## config.mk

```make
export PLATFORM = sky130hd
export DESIGN_NAME = rgb_box_classifier_vote_flat
export DESIGN_NICKNAME = d
export VERILOG_FILES = /design/src/rtl/rbcv_pkg.sv /design/src/rtl/rbcv_sample_if.sv /design/src/rtl/rbcv_result_if.sv /design/src/rtl/rbcv_cfg_if.sv /design/src/rtl/rbcv_lane.sv /design/src/rtl/rbcv_vote.sv /design/src/rtl/rgb_box_classifier_vote.sv /design/src/flat_wrapper.sv
export SDC_FILE = /design/constraint.sdc
export NUM_CORES = 1
export LEC_CHECK = 0
export ABC_AREA = 1
export BUFFER_PORTS_ARGS = -buffer_cell sky130_fd_sc_hd__buf_2
export CAP_MARGIN = 20
export CORE_ASPECT_RATIO = 1.25
export CORE_MARGIN = 1.5
export CORE_UTILIZATION = 30
export CTS_CLUSTER_SIZE = 16
export DETAILED_ROUTE_END_ITERATION = 6
export MAX_ROUTING_LAYER = met4
export PLACE_DENSITY_LB_ADDON = 0.1
export SETUP_SLACK_MARGIN = 0.5
export SLEW_MARGIN = 20
export SYNTH_ARGS = -nofsm -noshare
export SYNTH_HDL_FRONTEND = slang
export SYNTH_SLANG_ARGS = --single-unit
```

## constraint.sdc

```tcl
create_clock -name clk -period 3.6 [get_ports clk]
set_input_delay 0.9 -clock clk [delete_from_list [all_inputs] [get_ports clk]]
set_output_delay 0.9 -clock clk [all_outputs]
set_load 0.01 [all_outputs]
```

## src/rtl/rbcv_pkg.sv

```systemverilog
// ----------------------------------------------------------------------------
// rbcv_pkg: shared types and constants of the RGB box classifier
// Threshold tables on squared pulse widths, class codes and band flags.
// ----------------------------------------------------------------------------
package rbcv_pkg;

    localparam int PULSE_BITS      = 12;
    localparam int SPV_BITS        = 4;
    localparam int VOTE_BITS       = 4;
    localparam int NUM_CLASSES     = 4;
    localparam int THR_BITS        = 12;
    localparam int NUM_LO          = 5;
    localparam int NUM_HI          = 5;

    localparam logic [SPV_BITS-1:0] SPV_RESET = 4'd10;

    typedef logic [THR_BITS-1:0] thr_t;
    typedef logic [VOTE_BITS-1:0] vote_t;
    typedef logic [SPV_BITS-1:0] spv_t;

    // Scaled value v = floor(p*p/100): v > lo  <=>  p*p >= 100*(lo+1)
    localparam int LO_1  = 0;
    localparam int LO_5  = 1;
    localparam int LO_10 = 2;
    localparam int LO_15 = 3;
    localparam int LO_20 = 4;
    localparam thr_t LO_SQ [NUM_LO] = '{12'd200, 12'd600, 12'd1100, 12'd1600, 12'd2100};

    // v < hi  <=>  p*p < 100*hi
    localparam int HI_15 = 0;
    localparam int HI_20 = 1;
    localparam int HI_25 = 2;
    localparam int HI_30 = 3;
    localparam int HI_35 = 4;
    localparam thr_t HI_SQ [NUM_HI] = '{12'd1500, 12'd2000, 12'd2500, 12'd3000, 12'd3500};

    typedef enum logic [1:0] {
        COLOR_RED    = 2'd0,
        COLOR_GREEN  = 2'd1,
        COLOR_YELLOW = 2'd2,
        COLOR_ORANGE = 2'd3
    } color_t;

    typedef struct packed {
        logic [NUM_LO-1:0] gt;
        logic [NUM_HI-1:0] lt;
    } band_t;

endpackage

```

## src/rtl/rbcv_sample_if.sv

```systemverilog
// ----------------------------------------------------------------------------
// rbcv_sample_if: sample channel
// Valid/ready channel carrying the three filter pulse widths.
// ----------------------------------------------------------------------------
interface rbcv_sample_if #(
    parameter int PULSE_BITS = rbcv_pkg::PULSE_BITS
);
    logic                  valid;
    logic                  ready;
    logic [PULSE_BITS-1:0] red_pulse;
    logic [PULSE_BITS-1:0] green_pulse;
    logic [PULSE_BITS-1:0] blue_pulse;

    modport source (output valid, red_pulse, green_pulse, blue_pulse, input ready);
    modport sink   (input valid, red_pulse, green_pulse, blue_pulse, output ready);
endinterface

```

## src/rtl/rbcv_result_if.sv

```systemverilog
// ----------------------------------------------------------------------------
// rbcv_result_if: result channel
// Valid/ready channel carrying the winning color code.
// ----------------------------------------------------------------------------
interface rbcv_result_if;
    logic       valid;
    logic       ready;
    logic [1:0] color_code;

    modport source (output valid, color_code, input ready);
    modport sink   (input valid, color_code, output ready);
endinterface

```

## src/rtl/rbcv_cfg_if.sv

```systemverilog
// ----------------------------------------------------------------------------
// rbcv_cfg_if: configuration write channel
// Valid/ready channel carrying the burst length register value.
// ----------------------------------------------------------------------------
interface rbcv_cfg_if;
    logic                          valid;
    logic                          ready;
    logic [rbcv_pkg::SPV_BITS-1:0] data;

    modport source (output valid, data, input ready);
    modport sink   (input valid, data, output ready);
endinterface

```

## src/rtl/rbcv_lane.sv

```systemverilog
// ----------------------------------------------------------------------------
// rbcv_lane: one color channel lane
// Squares a pulse width into a register, then flags it against the bounds.
// ----------------------------------------------------------------------------
module rbcv_lane #(
    parameter int PULSE_BITS = rbcv_pkg::PULSE_BITS
) (
    input  logic                  clk,
    input  logic                  advance,
    input  logic [PULSE_BITS-1:0] pulse,
    output rbcv_pkg::band_t       band
);

    localparam int SQ_W  = 2 * PULSE_BITS;
    localparam int CMP_W = (SQ_W > rbcv_pkg::THR_BITS) ? SQ_W : rbcv_pkg::THR_BITS;

    logic [SQ_W-1:0]  square_reg;
    logic [SQ_W-1:0]  square_next;
    logic [CMP_W-1:0] square_ext;

    assign square_next = SQ_W'(pulse) * SQ_W'(pulse);

    always_ff @(posedge clk)
    begin
        if (advance)
        begin
            square_reg <= square_next;
        end
    end

    assign square_ext = CMP_W'(square_reg);

    always_comb
    begin
        for (int i = 0; i < rbcv_pkg::NUM_LO; i++)
        begin
            band.gt[i] = square_ext >= CMP_W'(rbcv_pkg::LO_SQ[i]);
        end
        for (int i = 0; i < rbcv_pkg::NUM_HI; i++)
        begin
            band.lt[i] = square_ext < CMP_W'(rbcv_pkg::HI_SQ[i]);
        end
    end

endmodule

```

## src/rtl/rbcv_vote.sv

```systemverilog
// ----------------------------------------------------------------------------
// rbcv_vote: box match, vote counters and burst winner
// Merges the three lane flags into a class, counts votes, emits the leader.
// ----------------------------------------------------------------------------
module rbcv_vote (
    input  logic                 clk,
    input  logic                 rst_n,
    input  logic                 advance,
    input  logic                 item_valid,
    input  rbcv_pkg::band_t      red_band,
    input  rbcv_pkg::band_t      green_band,
    input  rbcv_pkg::band_t      blue_band,
    input  rbcv_pkg::spv_t       samples_per_vote,
    output logic                 out_valid,
    output logic [1:0]           out_code
);

    localparam int NC = rbcv_pkg::NUM_CLASSES;

    rbcv_pkg::vote_t vote_reg  [NC];
    rbcv_pkg::vote_t vote_next [NC];
    rbcv_pkg::spv_t  count_reg;
    rbcv_pkg::spv_t  count_next;
    logic            valid_reg;
    logic            valid_next;
    logic [1:0]      code_reg;
    logic [1:0]      code_next;

    logic [NC-1:0]   hit;
    logic [NC-1:0]   sel;
    rbcv_pkg::vote_t vote_inc [NC];
    logic [NC-1:0]   leads;
    rbcv_pkg::spv_t  limit;
    logic            end_burst;
    logic            any_lead;
    logic [1:0]      winner;

    always_comb
    begin
        hit[rbcv_pkg::COLOR_RED] =
            red_band.gt[rbcv_pkg::LO_5]    & red_band.lt[rbcv_pkg::HI_15] &
            green_band.gt[rbcv_pkg::LO_20] & green_band.lt[rbcv_pkg::HI_35] &
            blue_band.gt[rbcv_pkg::LO_15]  & blue_band.lt[rbcv_pkg::HI_30];
        hit[rbcv_pkg::COLOR_GREEN] =
            red_band.gt[rbcv_pkg::LO_10]   & red_band.lt[rbcv_pkg::HI_20] &
            green_band.gt[rbcv_pkg::LO_10] & green_band.lt[rbcv_pkg::HI_25] &
            blue_band.gt[rbcv_pkg::LO_15]  & blue_band.lt[rbcv_pkg::HI_25];
        hit[rbcv_pkg::COLOR_YELLOW] =
            red_band.gt[rbcv_pkg::LO_1]    & red_band.lt[rbcv_pkg::HI_15] &
            green_band.gt[rbcv_pkg::LO_5]  & green_band.lt[rbcv_pkg::HI_20] &
            blue_band.gt[rbcv_pkg::LO_10]  & blue_band.lt[rbcv_pkg::HI_25];
        hit[rbcv_pkg::COLOR_ORANGE] =
            red_band.gt[rbcv_pkg::LO_1]    & red_band.lt[rbcv_pkg::HI_15] &
            green_band.gt[rbcv_pkg::LO_15] & green_band.lt[rbcv_pkg::HI_30] &
            blue_band.gt[rbcv_pkg::LO_15]  & blue_band.lt[rbcv_pkg::HI_25];
    end

    // first matching box wins
    assign sel = hit & ~(hit - NC'(1)) ;

    always_comb
    begin
        for (int k = 0; k < NC; k++)
        begin
            vote_inc[k] = vote_reg[k] + rbcv_pkg::VOTE_BITS'(sel[k]);
        end
    end

    always_comb
    begin
        for (int k = 0; k < NC; k++)
        begin
            leads[k] = 1'b1;
            for (int j = 0; j < NC; j++)
            begin
                if (j != k && vote_inc[k] <= vote_inc[j])
                begin
                    leads[k] = 1'b0;
                end
            end
        end
    end

    always_comb
    begin
        winner = 2'(rbcv_pkg::COLOR_RED);
        for (int k = NC - 1; k >= 0; k--)
        begin
            if (leads[k])
            begin
                winner = 2'(k);
            end
        end
    end

    assign any_lead  = |leads;
    assign limit     = (samples_per_vote == '0) ? rbcv_pkg::SPV_BITS'(1) : samples_per_vote;
    assign end_burst = ({1'b0, count_reg} + 5'd1) >= {1'b0, limit};

    always_comb
    begin
        vote_next  = vote_reg;
        count_next = count_reg;
        valid_next = valid_reg;
        code_next  = code_reg;
        if (advance)
        begin
            valid_next = 1'b0;
            if (item_valid)
            begin
                if (end_burst)
                begin
                    for (int k = 0; k < NC; k++)
                    begin
                        vote_next[k] = '0;
                    end
                    count_next = '0;
                    valid_next = any_lead;
                    code_next  = winner;
                end
                else
                begin
                    vote_next  = vote_inc;
                    count_next = count_reg + rbcv_pkg::SPV_BITS'(1);
                end
            end
        end
    end

    always_ff @(posedge clk or negedge rst_n)
    begin
        if (!rst_n)
        begin
            for (int k = 0; k < NC; k++)
            begin
                vote_reg[k] <= '0;
            end
            count_reg <= '0;
            valid_reg <= 1'b0;
        end
        else
        begin
            vote_reg  <= vote_next;
            count_reg <= count_next;
            valid_reg <= valid_next;
        end
    end

    always_ff @(posedge clk)
    begin
        code_reg <= code_next;
    end

    assign out_valid = valid_reg;
    assign out_code  = code_reg;

endmodule

```

## src/rtl/rgb_box_classifier_vote.sv

```systemverilog
// ----------------------------------------------------------------------------
// rgb_box_classifier_vote: three-filter color box classifier with voting
// Usage:
//   sample: valid/ready channel of red, green and blue pulse widths.
//   cfg:    write channel for the burst length; always ready.
//   result: valid/ready channel of the winning color code.
// One sample is taken per cycle unless result stalls. Three lanes square
// the pulse widths in parallel into a register; rbcv_vote then flags
// them against the box bounds, updates the vote counters and loads the
// result register. A burst that ends in a tie gives no result.
// When result is stalled, the sample pipeline holds and sample.ready drops;
// while the result register is free or taken, a new sample enters every
// cycle.
// Reset clears the votes, the sample count and the pipeline valids and
// loads a burst length of ten.
// ----------------------------------------------------------------------------
module rgb_box_classifier_vote #(
    parameter int PULSE_BITS = rbcv_pkg::PULSE_BITS
) (
    input  logic        clk,
    input  logic        rst_n,
    rbcv_sample_if.sink sample,
    rbcv_cfg_if.sink    cfg,
    rbcv_result_if.source result
);

    logic            advance;
    logic            s1_valid_reg;
    logic            s1_valid_next;
    rbcv_pkg::spv_t  spv_reg;
    rbcv_pkg::spv_t  spv_next;
    rbcv_pkg::band_t red_band;
    rbcv_pkg::band_t green_band;
    rbcv_pkg::band_t blue_band;

    assign advance      = !result.valid || result.ready;
    assign sample.ready = advance;
    assign cfg.ready    = 1'b1;

    assign s1_valid_next = advance ? sample.valid : s1_valid_reg;
    assign spv_next      = cfg.valid ? cfg.data : spv_reg;

    always_ff @(posedge clk or negedge rst_n)
    begin
        if (!rst_n)
        begin
            s1_valid_reg <= 1'b0;
            spv_reg      <= rbcv_pkg::SPV_RESET;
        end
        else
        begin
            s1_valid_reg <= s1_valid_next;
            spv_reg      <= spv_next;
        end
    end

    rbcv_lane #(.PULSE_BITS(PULSE_BITS)) u_lane_red (
        .clk     (clk),
        .advance (advance),
        .pulse   (sample.red_pulse),
        .band    (red_band)
    );

    rbcv_lane #(.PULSE_BITS(PULSE_BITS)) u_lane_green (
        .clk     (clk),
        .advance (advance),
        .pulse   (sample.green_pulse),
        .band    (green_band)
    );

    rbcv_lane #(.PULSE_BITS(PULSE_BITS)) u_lane_blue (
        .clk     (clk),
        .advance (advance),
        .pulse   (sample.blue_pulse),
        .band    (blue_band)
    );

    rbcv_vote u_vote (
        .clk              (clk),
        .rst_n            (rst_n),
        .advance          (advance),
        .item_valid       (s1_valid_reg),
        .red_band         (red_band),
        .green_band       (green_band),
        .blue_band        (blue_band),
        .samples_per_vote (spv_reg),
        .out_valid        (result.valid),
        .out_code         (result.color_code)
    );

endmodule

```

## src/flat_wrapper.sv

```systemverilog
// flat-port wrapper written by rule: the top's interface ports become plain ports
module rgb_box_classifier_vote_flat 
#(
    parameter int PULSE_BITS = rbcv_pkg::PULSE_BITS
)
  (clk, rst_n, sample_valid, sample_red_pulse, sample_green_pulse, sample_blue_pulse, sample_ready, cfg_valid, cfg_data, cfg_ready, result_valid, result_color_code, result_ready);
  rbcv_sample_if #(.PULSE_BITS(PULSE_BITS)) sample_i ();
  rbcv_cfg_if cfg_i ();
  rbcv_result_if result_i ();
  input  logic clk;
  input  logic rst_n;
  input wire logic [$bits(sample_i.valid)-1:0] sample_valid;
  input wire logic [$bits(sample_i.red_pulse)-1:0] sample_red_pulse;
  input wire logic [$bits(sample_i.green_pulse)-1:0] sample_green_pulse;
  input wire logic [$bits(sample_i.blue_pulse)-1:0] sample_blue_pulse;
  output wire logic [$bits(sample_i.ready)-1:0] sample_ready;
  input wire logic [$bits(cfg_i.valid)-1:0] cfg_valid;
  input wire logic [$bits(cfg_i.data)-1:0] cfg_data;
  output wire logic [$bits(cfg_i.ready)-1:0] cfg_ready;
  output wire logic [$bits(result_i.valid)-1:0] result_valid;
  output wire logic [$bits(result_i.color_code)-1:0] result_color_code;
  input wire logic [$bits(result_i.ready)-1:0] result_ready;
  assign sample_i.valid = sample_valid;
  assign sample_i.red_pulse = sample_red_pulse;
  assign sample_i.green_pulse = sample_green_pulse;
  assign sample_i.blue_pulse = sample_blue_pulse;
  assign sample_ready = sample_i.ready;
  assign cfg_i.valid = cfg_valid;
  assign cfg_i.data = cfg_data;
  assign cfg_ready = cfg_i.ready;
  assign result_valid = result_i.valid;
  assign result_color_code = result_i.color_code;
  assign result_i.ready = result_ready;
  rgb_box_classifier_vote #(.PULSE_BITS(PULSE_BITS)) u_core (.clk(clk), .rst_n(rst_n), .sample(sample_i), .cfg(cfg_i), .result(result_i));
endmodule
```

==> metrics.txt <==
slew at the pin with the worst max-slew slack=~0.95 ns; DIE WIDTH=~210 um; sum of overflow across all layers after global routing=0; largest area contributor in the synthesized netlist=fa_1; estimated wirelength of the detail-placed design=roughly 35000 um; Crit Path Class=in -> reg; Critical R2R Launch=u_core.u_lane_green.square_ext[20]$_DFFE_PN_; maximum operating frequency=roughly 0.21 GHz; Area contributors post-synth=fa_1, ha_1, edfxtp_1, inv_1, nand2_1; top-level I/O count=50; Crit path arrival time=around 5 ns; most common cell after layout, fill and taps aside=inv_1; violated checks=negative setup slack; Pwr Density=between 900 and 1000 mW/mm^2; number of vias in the routed layout=around 14000; filler-free cell count of the finished design=3204; post-detailed-routing wire length=between 40000 and 50000 um; total design power=0.0242 W; largest fanout on the critical path=7; headroom to the max-slew limit=36.5%; synthesized instance count=2051; post-synth design cell area=approximately 0.017 mm^2; final-report max-slew violation count=0; largest voltage drop on the vdd net=slightly below 0.6 mV; drt via density=~4.3; final setup skew=between 0.01 and 0.015 ns; number of placed instances with taps included=between 3000 and 4000; Port-buffer cells=48; detailed-router iteration count before antenna repair=5; standard-cell rows=between 90 and 100; layout filler cell count=about 5500; min-delay src=u_core.u_vote.vote_reg[0]$_DFFE_PN0P_; Worst R2R Setup Slack=between 0.3 and 0.4 ns; total clock buffers created by CTS=9; post-route antenna net violation count=0; number of synthesized flops with an enable pin=68; DRC violations left=0; Max Cap Violations=0; utilization of the core after routing=roughly 45%; result of the run=complete, but fails checks; count of different cell masters after synthesis=about 50; core area=~0.055 mm^2; register bit total from synthesis=94; Net count, final=2952; top cell type's share of synthesized area=28.0%; setup ws final=-1.16 ns; root buf cell=clkbuf_16; most frequent cells in the layout=inv_1, nand2_1, buf_4; depth of the CTS H-tree=3; Clk Latency, worst-skew pair=approximately 0.36 ns; Reg area=0.00270 mm^2; first element of the critical path=sample_blue_pulse[4]; CTS sink cnt=94; global-route wire length before repair=approximately 72000 um; weighted congestion at the end of routability-driven global placement=between 0.8 and 0.9; synthesis warning total=0; starting utilization of the core area=30.4%; DR WL/cell=around 13 um; layout cells sized above 1=39.7%; final count of negative-setup-slack endpoints=54; most common flop cell mapped by yosys=edfxtp_1; clock tree from TritonCTS=done; clock-pin slew of the registers on the worst-case setup and hold paths=~0.08 ns; average instance area after synthesis=between 8 and 9 um^2; RSZ-0062 raised after global routing=yes; Leakage=between 10 and 15 nW; period utilization=132%; path type of the worst min-delay path=reg -> reg; worst-case clock buffer depth=2; shortest clock period the worst path allows after layout=about 4.8 ns; post-synthesis sequential area ratio=between 15 and 20%; Crit. End Element=register; Antenna diodes=0; area occupied by multi-input gates=0.0146 mm^2; fraction of registers with async set/reset=between 20% and 30%; Mapped Nets=roughly 2500; hold buffer count at cts=0; Worst setup SP type=input port; maximum number of pins on one net before global-route repair=70; Crit path required time=around 3.7 ns; die area=between 0.05 and 0.06 mm^2; Synth-to-Final Area Change=46.7%; Final Hold Fails=0; initial antenna violation count=0; total routing resource utilization after global routing=15.7%; detailed router's first-iteration violation count=approximately 430; die height=~270 um; number of global-route vias before repair=approximately 15000
## power breakdown
part | switching [W] | internal [W] | total [W]
registers | 0.000204 | 0.00208 | 0.00229
clock network | 0.000452 | 0.000484 | 0.000936
logic | 0.0105 | 0.0105 | 0.0210
total | 0.0112 | 0.0130 | 0.0242
## per-layer routing
| layer | vias to the layer above | track usage (%) | routed length (um) |
|---|---|---|---|
| met1 | 6724 | 17.5 | 16900 |
| met4 | 0 | 3.03 | 599 |
| li1 | 7057 | - | - |
| met3 | 36 | 1.13 | 471 |
| met5 | - | - | 0 |
| met2 | 81 | 30.6 | 23100 |
## repair_timing
item                       in CTS  in global routing
setup buffers                  46                 19
cloned                          0                  0
pin swaps                     237                181
setup endpoints to repair      60                 60
resized for setup             414                187
## logic make-up after synthesis
kind of cell	count (synthesis)	share of synthesized area, %
other cells	1	0.0224
simple gates	671	16.4
fa+ha+maj	443	43.7
buf+inv	572	12.9
xor+xnor	85	4.45
compound gates	183	6.33
mux	2	0.135
flops	94	16.1
## final cells by class
type / count / share of cell area, %
tap: 735 / 3.75
clock inverter: 7 / 0.250
timing repair buffer: 444 / 16.2
sequential: 94 / 11.0
multi-input combinational: 1385 / 59.7
clock buffer: 9 / 0.918
inverter: 530 / 8.23
## path summary, 6_finish.rpt
| kind | end | cells past startpoint |
|---|---|---|
| min in group asynchronous | u_core.u_vote.out_valid$_DFFE_PN0N_ | 1 |
| setup / recovery | u_core.u_lane_blue.square_ext[15]$_DFFE_PN_ | 18 |
| setup reg to reg | u_core.u_vote.out_valid$_DFFE_PN0N_ | 23 |
| max in group asynchronous | u_core.u_vote.vote_reg[6]$_DFFE_PN0P_ | 1 |
| hold / removal | u_core.u_vote.vote_reg[0]$_DFFE_PN0P_ | 2 |
| hold reg to reg | u_core.u_vote.vote_reg[0]$_DFFE_PN0P_ | 2 |
## Yosys cell counts, drive strengths merged (26+ instances only)
| cell type | count |
|---|---|
| ha | 209 |
| xnor2 | 36 |
| fa | 234 |
| nand3 | 59 |
| xor2 | 49 |
| clkbuf | 38 |
| nor2 | 137 |
| nand4 | 26 |
| o21ai | 68 |
| inv | 529 |
| a21oi | 76 |
| edfxtp | 68 |
| nand2 | 422 |
## worst max-delay path: stages
cell and delay (ns):
buf_12 0.12, buf_6 0.11, nand2_2 0.06, inv_2 0.04, fa_1 0.52, inv_2 0.04, fa_1 0.46, fa_1 0.52
inv_2 0.05, fa_1 0.52, fa_1 0.46, ha_4 0.30, a21oi_4 0.18, o21ai_1 0.09, nand2_1 0.09, o211ai_2 0.11
buf_4 0.16, xor2_1 0.13
## through the flow
stage	setup TNS [ns]	hold slack [ns]	cell area (um^2)	worst slack (ns)
floorplan	-57.09	0.459	18200	-1.41
global placement	-78.75	0.475	21300	-1.74
detailed placement	-79.73	0.484	21300	-1.74
CTS	-52.00	0.507	23600	-1.17
global route	-58.93	0.533	24500	-1.30
finish	-52.13	0.507	24500	-1.16
Power figures use the tool's default switching activity.
